<file path="src/design/srsw_pkg.sv">
package srsw_pkg;

    // Sequence space and payload width
    localparam int SEQ_SPACE    = 8;
    localparam int SEQ_W        = $clog2(SEQ_SPACE);
    localparam int PAYLOAD_BITS = 32;
    localparam int CMD_W        = 2;
    localparam int WIN_W        = 3;

    // Window size after reset
    localparam logic [WIN_W-1:0] WIN_RESET = WIN_W'(4);

    // Command codes of an input item
    localparam logic [CMD_W-1:0] CMD_SEND    = 2'd0;
    localparam logic [CMD_W-1:0] CMD_ACK     = 2'd1;
    localparam logic [CMD_W-1:0] CMD_TIMEOUT = 2'd2;

    typedef struct packed {
        logic [CMD_W-1:0]        cmd;
        logic [PAYLOAD_BITS-1:0] payload_word;
        logic [SEQ_W-1:0]        ack_number;
        logic                    ack_check_ok;
        logic [SEQ_W-1:0]        expired_seq;
    } t_item;

    typedef struct packed {
        logic                    send_accepted;
        logic                    tx_valid;
        logic [SEQ_W-1:0]        tx_seq;
        logic [PAYLOAD_BITS-1:0] tx_payload;
        logic                    timer_start;
        logic                    timer_stop;
        logic [SEQ_W-1:0]        stop_seq;
        logic [SEQ_W-1:0]        window_base;
        logic [SEQ_W-1:0]        next_seq_out;
        logic                    window_full;
    } t_result;

    // Controller states
    typedef enum logic [1:0] {
        ST_IDLE,
        ST_EXEC,
        ST_SLIDE,
        ST_DONE
    } t_state;

    // Controller to datapath commands
    typedef struct packed {
        logic capture;
        logic exec;
        logic slide_step;
        logic load_out;
    } t_ctrl_cmd;

    // Datapath to controller status
    typedef struct packed {
        logic slide_start;
        logic slide_more;
        logic out_free;
    } t_dp_stat;

endpackage

</file>
<file path="src/design/srsw_ctrl.sv">
module srsw_ctrl (
    input  logic                 i_clk,
    input  logic                 i_rst_n,
    input  logic                 i_valid,
    input  srsw_pkg::t_dp_stat   i_stat,
    output srsw_pkg::t_ctrl_cmd  o_cmd,
    output logic                 o_idle
);

    srsw_pkg::t_state r_state;
    srsw_pkg::t_state n_state;

    // Hold state, return to idle on reset
    always_ff @(posedge i_clk) begin
        if (!i_rst_n) begin
            r_state <= srsw_pkg::ST_IDLE;
        end else begin
            r_state <= n_state;
        end
    end

    // Next state
    always_comb begin
        n_state = r_state;
        case (r_state)
            srsw_pkg::ST_IDLE: begin
                if (i_valid) n_state = srsw_pkg::ST_EXEC;
            end
            srsw_pkg::ST_EXEC: begin
                n_state = i_stat.slide_start ? srsw_pkg::ST_SLIDE : srsw_pkg::ST_DONE;
            end
            srsw_pkg::ST_SLIDE: begin
                if (!i_stat.slide_more) n_state = srsw_pkg::ST_DONE;
            end
            srsw_pkg::ST_DONE: begin
                if (i_stat.out_free) n_state = srsw_pkg::ST_IDLE;
            end
            default: n_state = srsw_pkg::ST_IDLE;
        endcase
    end

    // Outputs
    always_comb begin
        o_cmd  = '0;
        o_idle = 1'b0;
        case (r_state)
            srsw_pkg::ST_IDLE: begin
                o_idle        = 1'b1;
                o_cmd.capture = i_valid;
            end
            srsw_pkg::ST_EXEC: begin
                o_cmd.exec = 1'b1;
            end
            srsw_pkg::ST_SLIDE: begin
                o_cmd.slide_step = i_stat.slide_more;
            end
            srsw_pkg::ST_DONE: begin
                o_cmd.load_out = i_stat.out_free;
            end
            default: o_idle = 1'b0;
        endcase
    end

endmodule

</file>
<file path="src/design/srsw_dp.sv">
module srsw_dp (
    input  logic                          i_clk,
    input  logic                          i_rst_n,
    input  srsw_pkg::t_item               i_item,
    input  logic                          i_cfg_we,
    input  logic [srsw_pkg::WIN_W-1:0]    i_cfg_data,
    input  srsw_pkg::t_ctrl_cmd           i_cmd,
    input  logic                          i_stall,
    output srsw_pkg::t_dp_stat            o_stat,
    output logic                          o_valid,
    output srsw_pkg::t_result             o_result
);

    localparam int SW = srsw_pkg::SEQ_W;
    localparam int PW = srsw_pkg::PAYLOAD_BITS;

    logic [srsw_pkg::WIN_W-1:0]   r_ws;
    logic [SW-1:0]                r_base, n_base;
    logic [SW-1:0]                r_next, n_next;
    logic [srsw_pkg::SEQ_SPACE-1:0] r_acked, n_acked;
    logic [SW-1:0]                r_k, n_k;
    logic                         r_acc, n_acc;
    logic                         r_txv, n_txv;
    logic                         r_stop, n_stop;
    logic                         r_out_valid;
    srsw_pkg::t_item              r_item;
    srsw_pkg::t_result            r_out;
    srsw_pkg::t_result            w_res;
    logic [PW-1:0]                r_mem [srsw_pkg::SEQ_SPACE];
    logic [PW-1:0]                r_rdata;
    logic                         w_mem_we;
    logic [SW-1:0]                w_wsize;
    logic [SW-1:0]                w_end;
    logic [SW-1:0]                w_n;
    logic                         w_full;
    logic                         w_in_win;
    logic                         w_ack_ok;

    // Window arithmetic, all modulo the sequence space
    assign w_wsize  = SW'(r_ws);
    assign w_end    = r_base + w_wsize;
    assign w_n      = w_wsize - SW'(1);
    assign w_full   = (w_end == r_next);
    assign w_ack_ok = (r_item.cmd == srsw_pkg::CMD_ACK) && r_item.ack_check_ok;

    always_comb begin
        if (w_end > r_base) begin
            w_in_win = (r_item.ack_number >= r_base) && (r_item.ack_number < w_end);
        end else if (w_end < r_base) begin
            w_in_win = (r_item.ack_number >= r_base) || (r_item.ack_number < w_end);
        end else begin
            w_in_win = 1'b0;
        end
    end

    // Status back to the controller
    assign o_stat.slide_start = w_ack_ok && (r_item.ack_number == r_base);
    assign o_stat.slide_more  = (r_k < w_n) && r_acked[r_base];
    assign o_stat.out_free    = !r_out_valid || !i_stall;

    // Window update for the command in flight and for each slide step
    always_comb begin
        n_base   = r_base;
        n_next   = r_next;
        n_acked  = r_acked;
        n_k      = r_k;
        n_acc    = r_acc;
        n_txv    = r_txv;
        n_stop   = r_stop;
        w_mem_we = 1'b0;
        if (i_cmd.exec) begin
            n_acc  = 1'b0;
            n_txv  = 1'b0;
            n_stop = 1'b0;
            n_k    = '0;
            case (r_item.cmd)
                srsw_pkg::CMD_SEND: begin
                    if (!w_full) begin
                        w_mem_we        = 1'b1;
                        n_acked[r_next] = 1'b0;
                        n_acc           = 1'b1;
                        n_txv           = 1'b1;
                        n_next          = r_next + SW'(1);
                    end
                end
                srsw_pkg::CMD_ACK: begin
                    if (r_item.ack_check_ok) begin
                        n_stop = 1'b1;
                        if (r_item.ack_number == r_base) begin
                            n_acked[r_base] = 1'b0;
                            n_base          = r_base + SW'(1);
                        end else if (w_in_win) begin
                            n_acked[r_item.ack_number] = 1'b1;
                        end
                    end
                end
                srsw_pkg::CMD_TIMEOUT: begin
                    n_txv = 1'b1;
                end
                default: n_txv = 1'b0;
            endcase
        end
        if (i_cmd.slide_step) begin
            n_acked[r_base] = 1'b0;
            n_base          = r_base + SW'(1);
            n_k             = r_k + SW'(1);
        end
    end

    // Control registers
    always_ff @(posedge i_clk) begin
        if (!i_rst_n) begin
            r_ws        <= srsw_pkg::WIN_RESET;
            r_base      <= '0;
            r_next      <= '0;
            r_acked     <= '0;
            r_out_valid <= 1'b0;
        end else begin
            if (i_cfg_we) r_ws <= i_cfg_data;
            r_base  <= n_base;
            r_next  <= n_next;
            r_acked <= n_acked;
            if (i_cmd.load_out) begin
                r_out_valid <= 1'b1;
            end else if (!i_stall) begin
                r_out_valid <= 1'b0;
            end
        end
    end

    // Item, step flags and result payload
    always_ff @(posedge i_clk) begin
        if (i_cmd.capture) r_item <= i_item;
        if (i_cmd.load_out) r_out <= w_res;
        r_k    <= n_k;
        r_acc  <= n_acc;
        r_txv  <= n_txv;
        r_stop <= n_stop;
    end

    // Payload store: write on an accepted send, read at the expired number
    always_ff @(posedge i_clk) begin
        if (w_mem_we) r_mem[r_next] <= r_item.payload_word;
        r_rdata <= r_mem[r_item.expired_seq];
    end

    // Assemble the result from the state after the step
    always_comb begin
        w_res               = '0;
        w_res.send_accepted = r_acc;
        w_res.tx_valid      = r_txv;
        w_res.timer_start   = r_txv;
        if (r_txv) begin
            if (r_item.cmd == srsw_pkg::CMD_SEND) begin
                w_res.tx_seq     = r_next - SW'(1);
                w_res.tx_payload = r_item.payload_word;
            end else begin
                w_res.tx_seq     = r_item.expired_seq;
                w_res.tx_payload = r_rdata;
            end
        end
        w_res.timer_stop   = r_stop;
        w_res.stop_seq     = r_stop ? r_item.ack_number : '0;
        w_res.window_base  = r_base;
        w_res.next_seq_out = r_next;
        w_res.window_full  = w_full;
    end

    assign o_valid  = r_out_valid;
    assign o_result = r_out;

endmodule

</file>
<file path="src/design/selective_repeat_sender_window.sv">
// Selective-repeat ARQ sender window.
// Input channel (i_valid, i_item, o_stall): one command per transfer: send a
// new payload, an acknowledgement with its external checksum verdict, or a
// timer expiry. Output channel (o_valid, o_result, i_stall): one result per
// command with the transmit request, timer start/stop requests and the
// window status after the command.
// Configuration channel (i_cfg_valid, o_cfg_ready, i_cfg_data) writes the
// window size; write it only while the block is idle. It is ready whenever
// no command is in progress and reset is released.
// The controller steps each command through accept, execute and result load
// and takes no new command until it is back in idle; the result is registered
// in the output register. An acknowledgement of the window base adds a slide
// state with one step per buffered acknowledgement that the window slides
// over (at most window size minus 1).
// The result sits in an output register, so a stalled receiver holds it
// there while the next command is accepted and executed; that command then
// waits for the register to free up.
// Reset (synchronous, active low) empties the window, clears all acknowledge
// marks, sets the window size to 4 and drops any pending result; the input
// and configuration channels take no transfer while reset is asserted.
module selective_repeat_sender_window (
    input  logic                        i_clk,
    input  logic                        i_rst_n,
    input  logic                        i_valid,
    input  srsw_pkg::t_item             i_item,
    output logic                        o_stall,
    output logic                        o_valid,
    output srsw_pkg::t_result           o_result,
    input  logic                        i_stall,
    input  logic                        i_cfg_valid,
    input  logic [srsw_pkg::WIN_W-1:0]  i_cfg_data,
    output logic                        o_cfg_ready
);

    srsw_pkg::t_ctrl_cmd w_cmd;
    srsw_pkg::t_dp_stat  w_stat;
    logic                w_idle;

    // Accept commands and configuration only when idle and out of reset
    assign o_stall     = !w_idle || !i_rst_n;
    assign o_cfg_ready = w_idle && i_rst_n;

    srsw_ctrl u_ctrl (
        .i_clk   (i_clk),
        .i_rst_n (i_rst_n),
        .i_valid (i_valid),
        .i_stat  (w_stat),
        .o_cmd   (w_cmd),
        .o_idle  (w_idle)
    );

    srsw_dp u_dp (
        .i_clk      (i_clk),
        .i_rst_n    (i_rst_n),
        .i_item     (i_item),
        .i_cfg_we   (i_cfg_valid && o_cfg_ready),
        .i_cfg_data (i_cfg_data),
        .i_cmd      (w_cmd),
        .i_stall    (i_stall),
        .o_stat     (w_stat),
        .o_valid    (o_valid),
        .o_result   (o_result)
    );

endmodule

</file>
<file path="config.mk">
export PLATFORM = sky130hd
export DESIGN_NAME = selective_repeat_sender_window
export DESIGN_NICKNAME = d
export VERILOG_FILES = /design/src/design/srsw_pkg.sv /design/src/design/srsw_ctrl.sv /design/src/design/srsw_dp.sv /design/src/design/selective_repeat_sender_window.sv
export SDC_FILE = /design/constraint.sdc
export NUM_CORES = 1
export LEC_CHECK = 0
export BUFFER_PORTS_ARGS = -buffer_cell sky130_fd_sc_hd__buf_4
export CAP_MARGIN = 25
export CORE_ASPECT_RATIO = 1.2
export CORE_MARGIN = 1
export CORE_UTILIZATION = 54
export DETAILED_ROUTE_END_ITERATION = 10
export GPL_TIMING_DRIVEN = 1
export PLACE_DENSITY = 0.79
export SKIP_CTS_REPAIR_TIMING = 1
export SYNTH_ARGS = -nofsm -noshare
export SYNTH_HDL_FRONTEND = slang
export SYNTH_HIERARCHICAL = 1
export SYNTH_SLANG_ARGS = --single-unit
</file>
<file path="constraint.sdc">
create_clock -name i_clk -period 4.5 [get_ports i_clk]
set_clock_uncertainty 0.1 [all_clocks]
set_input_delay 0.45 -clock i_clk [delete_from_list [all_inputs] [get_ports i_clk]]
set_output_delay 0.45 -clock i_clk [all_outputs]
set_load 0.05 [all_outputs]
</file>
* Word level (Yosys, flattened, before mapping) *
Memories as Yosys holds them, arrays and structs flattened. A register that Yosys moved wholly into a read port is not among the register bits.
Index checks and enable logic that the tools add are counted.
W data, S select, Z words.

storage, ports and cells
  register bits after elaboration = 115
  latch bits = 0
  memory bits (writable) = 256
  ROM bits = 0
  input bits = 49
  output and inout port bits = 52
  logic and storage cells = 129
  memories kept = 1

memories
  name        words  width  read ports  clocked after memory_dff  write ports  line           text
  u_dp.r_mem  8      32     1           1                         1            srsw_dp.sv:29  logic [PW-1:0] r_mem [srsw_pkg::SEQ_SPACE];

cells by class
  add/sub/neg operators = 6
  multiply operators = 0
  div/mod/pow operators = 0
  order comparisons = 11
  equality and inequality tests = 11
  shift operators = 0
  multiplexer cells = 44
  bitwise operators = 7
  reductions and logical operators = 25

operator list
  cell                   number
  $mux W8                6
  $mux W35               1
  $and A8 B8 Y8          3
  $mux W3                7
  $mux W1                20
  $not A8 Y8             2
  $pmux W8 S2            1
  $lt A3 B4 Y1 const B   3
  $add A3 B1 Y3 const B  3
  $demux W1 S3           3
  $ge A3 B1 Y1 const B   3
  $logic_and A1 B1 Y1    9
  $lt A3 B3 Y1           3
  $or A8 B8 Y8           1
  $pmux W2 S4            1
  $reduce_bool A2 Y1     4
  $eq A2 B2 Y1 const B   3
  $eq A3 B3 Y1           2
  $mux W2                3
  $reduce_and A3 Y1      2
  $sub A3 B1 Y3 const B  2
  $eq A2 B1 Y1 const B   2
  $logic_not A1 Y1       4
  $logic_not A2 Y1       2
  10 further kinds       14

* Depth between registers and ports, before layout *
  word-level depth = 12
  gate-level depth with buffers = 12

* Hierarchy *
Netlist, hierarchy kept.

modules (own cells, without submodules)
  module                          instances  cells an instance  area each (µm²)
  srsw_dp                         1          819                15332.2
  srsw_ctrl                       1          22                 200.2
  selective_repeat_sender_window  1          3                  17.5

* Least setup slack after synthesis *
Ideal clock, no wire load.

  kind = register -> register
  start point = register u_dp.r_base[1]
  end point = memory u_dp/r_mem[3][0] in the netlist's numbering (enable)
  library setup time = 0.470 ns
  arrival = 4.177 ns
  data required time = 3.930 ns
  setup slack = -0.247 ns
  stages on the path, launching flop included = 7
  period minus slack after synthesis = 4.747 ns
  cell sequence = dfxtp_1 > clkbuf_1 > inv_1 > fa_1 > xor2_1 > and3_2 > nor3b_1

between the ends
  longest elaborated chain between the ends = 7

ends and longest elaborated chain
  what                           line            text
  start, declared                srsw_dp.sv:18   logic [SW-1:0] r_base, n_base;
  start signal, assigned         srsw_dp.sv:120  r_base <= n_base;
  $add A3 B3 Y3                  srsw_dp.sv:41   assign w_end = r_base + w_wsize;
  $eq A3 B3 Y1                   srsw_dp.sv:43   assign w_full = (w_end == r_next);
  $mux W1                        srsw_dp.sv:78   if (!w_full) begin
  $mux W1                        srsw_dp.sv:76   case (r_item.cmd)
  $mux W1                        srsw_dp.sv:71   if (i_cmd.exec) begin
  $mux W1                        srsw_dp.sv:143  if (w_mem_we) r_mem[r_next] <= r_item.payload_word;
  $mux W1 (implied by the code)  srsw_dp.sv:143
  end, declared                  srsw_dp.sv:29

No other way between the ends.

* Final worst setup path *
  start point = register u_dp.r_base[1]
  end point = register u_dp/r_acked[6] in the netlist's numbering

between the ends
  longest elaborated chain between the ends = 12
  elaborated cells between the ends (all ways) = 30

ends and longest elaborated chain
  what                                                        line                                          text
  $add A3 B3 Y3, or another cell as far along                 srsw_dp.sv:41
  $lt A3 B3 Y1 / $logic_and A1 B1 Y1 (equally long branches)  n/a
  $logic_or A1 B1 Y1 / $mux W1 (equally long branches)        srsw_dp.sv:50, srsw_dp.sv:90, srsw_dp.sv:104
  $mux W1 / $demux W1 S3 (equally long branches)              n/a
  $mux W1 / $not A8 Y8 (equally long branches)                n/a
  $mux W8 / $and A8 B8 Y8 (equally long branches)             n/a
  $mux W8                                                     srsw_dp.sv:89                                 if (r_item.ack_number == r_base) begin
  $mux W8                                                     srsw_dp.sv:87                                 if (r_item.ack_check_ok) begin
  $pmux W8 S2                                                 srsw_dp.sv:76
  $mux W8                                                     srsw_dp.sv:71
  $and A8 B8 Y8 (no source line)                              n/a
  $mux W8 (*)                                                 srsw_dp.sv:103                                if (i_cmd.slide_step) begin
  end signal, assigned                                        srsw_dp.sv:122                                r_acked <= n_acked;
  end, declared                                               srsw_dp.sv:20                                 logic [srsw_pkg::SEQ_SPACE-1:0] r_acked, n_acked;

Mark *: on every way between the ends. The rest lies on a longest branch, timed or not. The select of a mux whose other input is x is not followed.
A chain may end at the register's enable or synchronous reset.

==> impl_metrics.py <==
metrics = {
    "outcome": {
        "outcome": "finished, final reports clean",
    },
    "floorplan": {
        "core-area_um2": 28100,
        "dieArea_um2": 29500,
        "num_rows": 67,
        "initial_core_util_pct": 55.4,
        "die_w_um": 157,
        "io_pins": 101,
        "die_h_um": 188,
    },
    "worst_setup_path": {
        "path_class": "flop to flop",
        "cp-end-kind": "flop",
        "required_ns": 4.82,
        "start_kind": "flop",
        "crit_arrival_ns": 3.74,
        "crit_fanout": 11,
    },
    "routing": {
        "vias_per_cell": 5.73,
        "routed-via-count": 8129,
        "first_iter_violations": 679,
        "ant_nets": 0,
        "wl_um": 31900,
        "wl_per_cell_um": 22.5,
        "drtPass1Iterations": 5,
        "drc": 0,
    },
    "global_routing": {
        "met1_usage_pct": 29.1,
        "grt_use_total_pct": 22.1,
        "grt_util_met2_pct": 37.8,
        "grt_overflow_total": 0,
        "antenna_found_initial": 0,
        "grt_pass1_vias": 8444,
        "grt_max_degree": 66,
        "grt_pass1_wl_um": 48200,
        "use_met3_pct": 3.07,
        "gr-max-usage-layer": "met2",
    },
    "sta": {
        "final-max-slew-violation-count": 0,
        "slew_headroom_pct": 34.2,
        "rsz0062_at_grt": "no",
        "setup_violations": 0,
        "fin_crit_ns": 3.41,
        "hold_slack_ns": 0.0483,
        "worst_pin_slew_ns": 0.986,
        "setup_tns_ns": 0,
        "finalWorstSetupSlack_ns": 1.09,
        "fmax_mhz": 293,
        "hold_viol": 0,
        "fin_crit_sh_pct": 75.8,
    },
    "place": {
        "place_ws_ns": 1.15,
        "dpl.hpwl_um": 18100,
        "gp_congestion": 0.859,
        "io_buffers": 100,
        "placedInstanceArea_um2": 16900,
    },
    "yosys": {
        "syn_nets": 914,
        "netlist_area_um2": 15500,
        "synth_top_area_share_pct": 67.8,
        "yosys_warnings": 6,
        "synth_seq_cells": 403,
        "synthFlopType": "edfxtp_1",
        "avgSynthCellArea_um2": 18.4,
        "synth_largest_area_cell": "edfxtp_1",
        "async_flop_share_pct": 0,
        "netlist_top_cells_area": "edfxtp_1 68%, mux4_2 9.3%, dfxtp_1 6.7%",
        "yosysSeqAreaShare_pct": 74.5,
        "synthCells": 844,
        "synth_edf_count": 351,
        "yosysUniqueCellTypes": 66,
    },
    "clock_network": {
        "cts.sinks": 403,
        "numCtsBuffers": 39,
        "h-tree-depth": 2,
        "clkTransAtPathRegs_ns": 0.06,
        "cts_buffer_depth": 3,
        "cts_tree": "built",
        "insertion_delay_ns": 0.53,
        "cts_root_buf": "clkbuf_16",
    },
    "run": {
        "maxCapViolations": 0,
    },
    "worst_hold_path": {
        "hp-class": "primary input to flop",
    },
    "power_and_ir_drop": {
        "ir_worst_vdd_v": 0.000466,
        "power_w": 0.00964,
        "p_leak_nw": 6.35,
        "p_per_area_nw_per_um2": 520,
    },
    "finish": {
        "n_antenna_cell": 0,
        "finalInstanceArea_um2": 18500,
        "drive_gt1_share_pct": 29.3,
        "fin_nets": 1079,
        "layout_commonest_cell": "edfxtp_1",
        "final_cell_mix": "351 x edfxtp_1, 119 x buf_4, 86 x nand2_1, 64 x mux4_2, 52 x dfxtp_1",
        "syn2layout_area_growth_pct": 19.3,
    },
}
==> path summary, 6_finish.rpt <==
check	start	to	slack [ns]	depth (start not counted)
setup / recovery	u_dp/r_base[1]	u_dp/r_acked[6]	1.09	8
hold / removal	i_cfg_data[2]	u_dp/r_ws[2]	0.05	3
setup reg to reg	u_dp/r_base[1]	u_dp/r_acked[6]	1.09	8
hold reg to reg	u_dp/r_acc	u_dp/o_result[48]	0.34	0
==> stage by stage <==
step | std cells | utilization (%)
floorplan | 844 | -
global placement | 1305 | 60.0
detailed placement | 1306 | 60.1
CTS | 1378 | 64.6
global route | 1419 | 66.0
finish | 1419 | 66.0
==> flip-flops by register name (all words and copies together), names as in the netlist <==
register / flops
u_dp/r_mem: 256
u_dp/o_result: 48
u_dp/r_item: 41
u_dp/r_rdata: 32
u_dp/r_acked: 8
u_dp/r_base: 3
u_dp/r_k: 3
u_dp/r_next: 3
u_dp/r_ws: 3
u_ctrl/r_state: 2
u_dp/o_valid: 1
u_dp/r_acc: 1
u_dp/r_stop: 1
u_dp/r_txv: 1
==> final cells by class <==
type / instances / area, um^2
Sequential cell: 403 / 11600
Fill cell: 1832 / 9540
Multi-Input combinational cell: 382 / 3820
Timing Repair Buffer: 162 / 1340
Clock buffer: 55 / 1090
Tap cell: 379 / 474
Clock inverter: 17 / 163
Inverter: 21 / 78.8
==> power breakdown <==
group,switching (W),internal [W]
registers,0.000303,0.00459
logic,0.000927,0.000667
clock network,0.00133,0.00182
==> worst max-delay path, cell delays in order, from the launching register on <==
cell       delay, ns
dfxtp_1         0.52
inv_1           0.23
fa_1            0.70
inv_1           0.14
ha_1            0.35
a21o_1          0.23
a221oi_4        0.47
o2111ai_1       0.21
a2111oi_2       0.37
==> layer usage <==
metal | wire length [um] | vias up | share of wire (%)
li1 | - | 3630 | -
met1 | 13000 | 4165 | 41
met2 | 16600 | 272 | 52
met3 | 1520 | 62 | 4.7
met4 | 755 | 0 | 2.4
met5 | 0 | - | 0
==> cells in the mapped netlist, drive strengths merged (8+ instances only) <==
cell	count
nor2	12
dfxtp	52
a21boi	33
o21ai	15
inv	20
and2	15
edfxtp	351
buf	13
mux4	64
mux2	32
nand2	86
clkbuf	25
xnor2	8
ha	20
==> cells by family (layout without fill, tap and decap cells) <==
kind of cell | Yosys count | in the layout | synth area share [%]
DFF | 403 | 403 | 74.5
buffers and inverters | 59 | 255 | 1.59
and+or+nand+nor | 166 | 166 | 5.27
adders and majority gates | 21 | 21 | 1.74
xor gates and xnor gates | 11 | 11 | 0.764
muxes | 101 | 101 | 11.9
AOI/OAI and AO/OA | 83 | 83 | 4.26
Power figures use the tool's default switching activity.
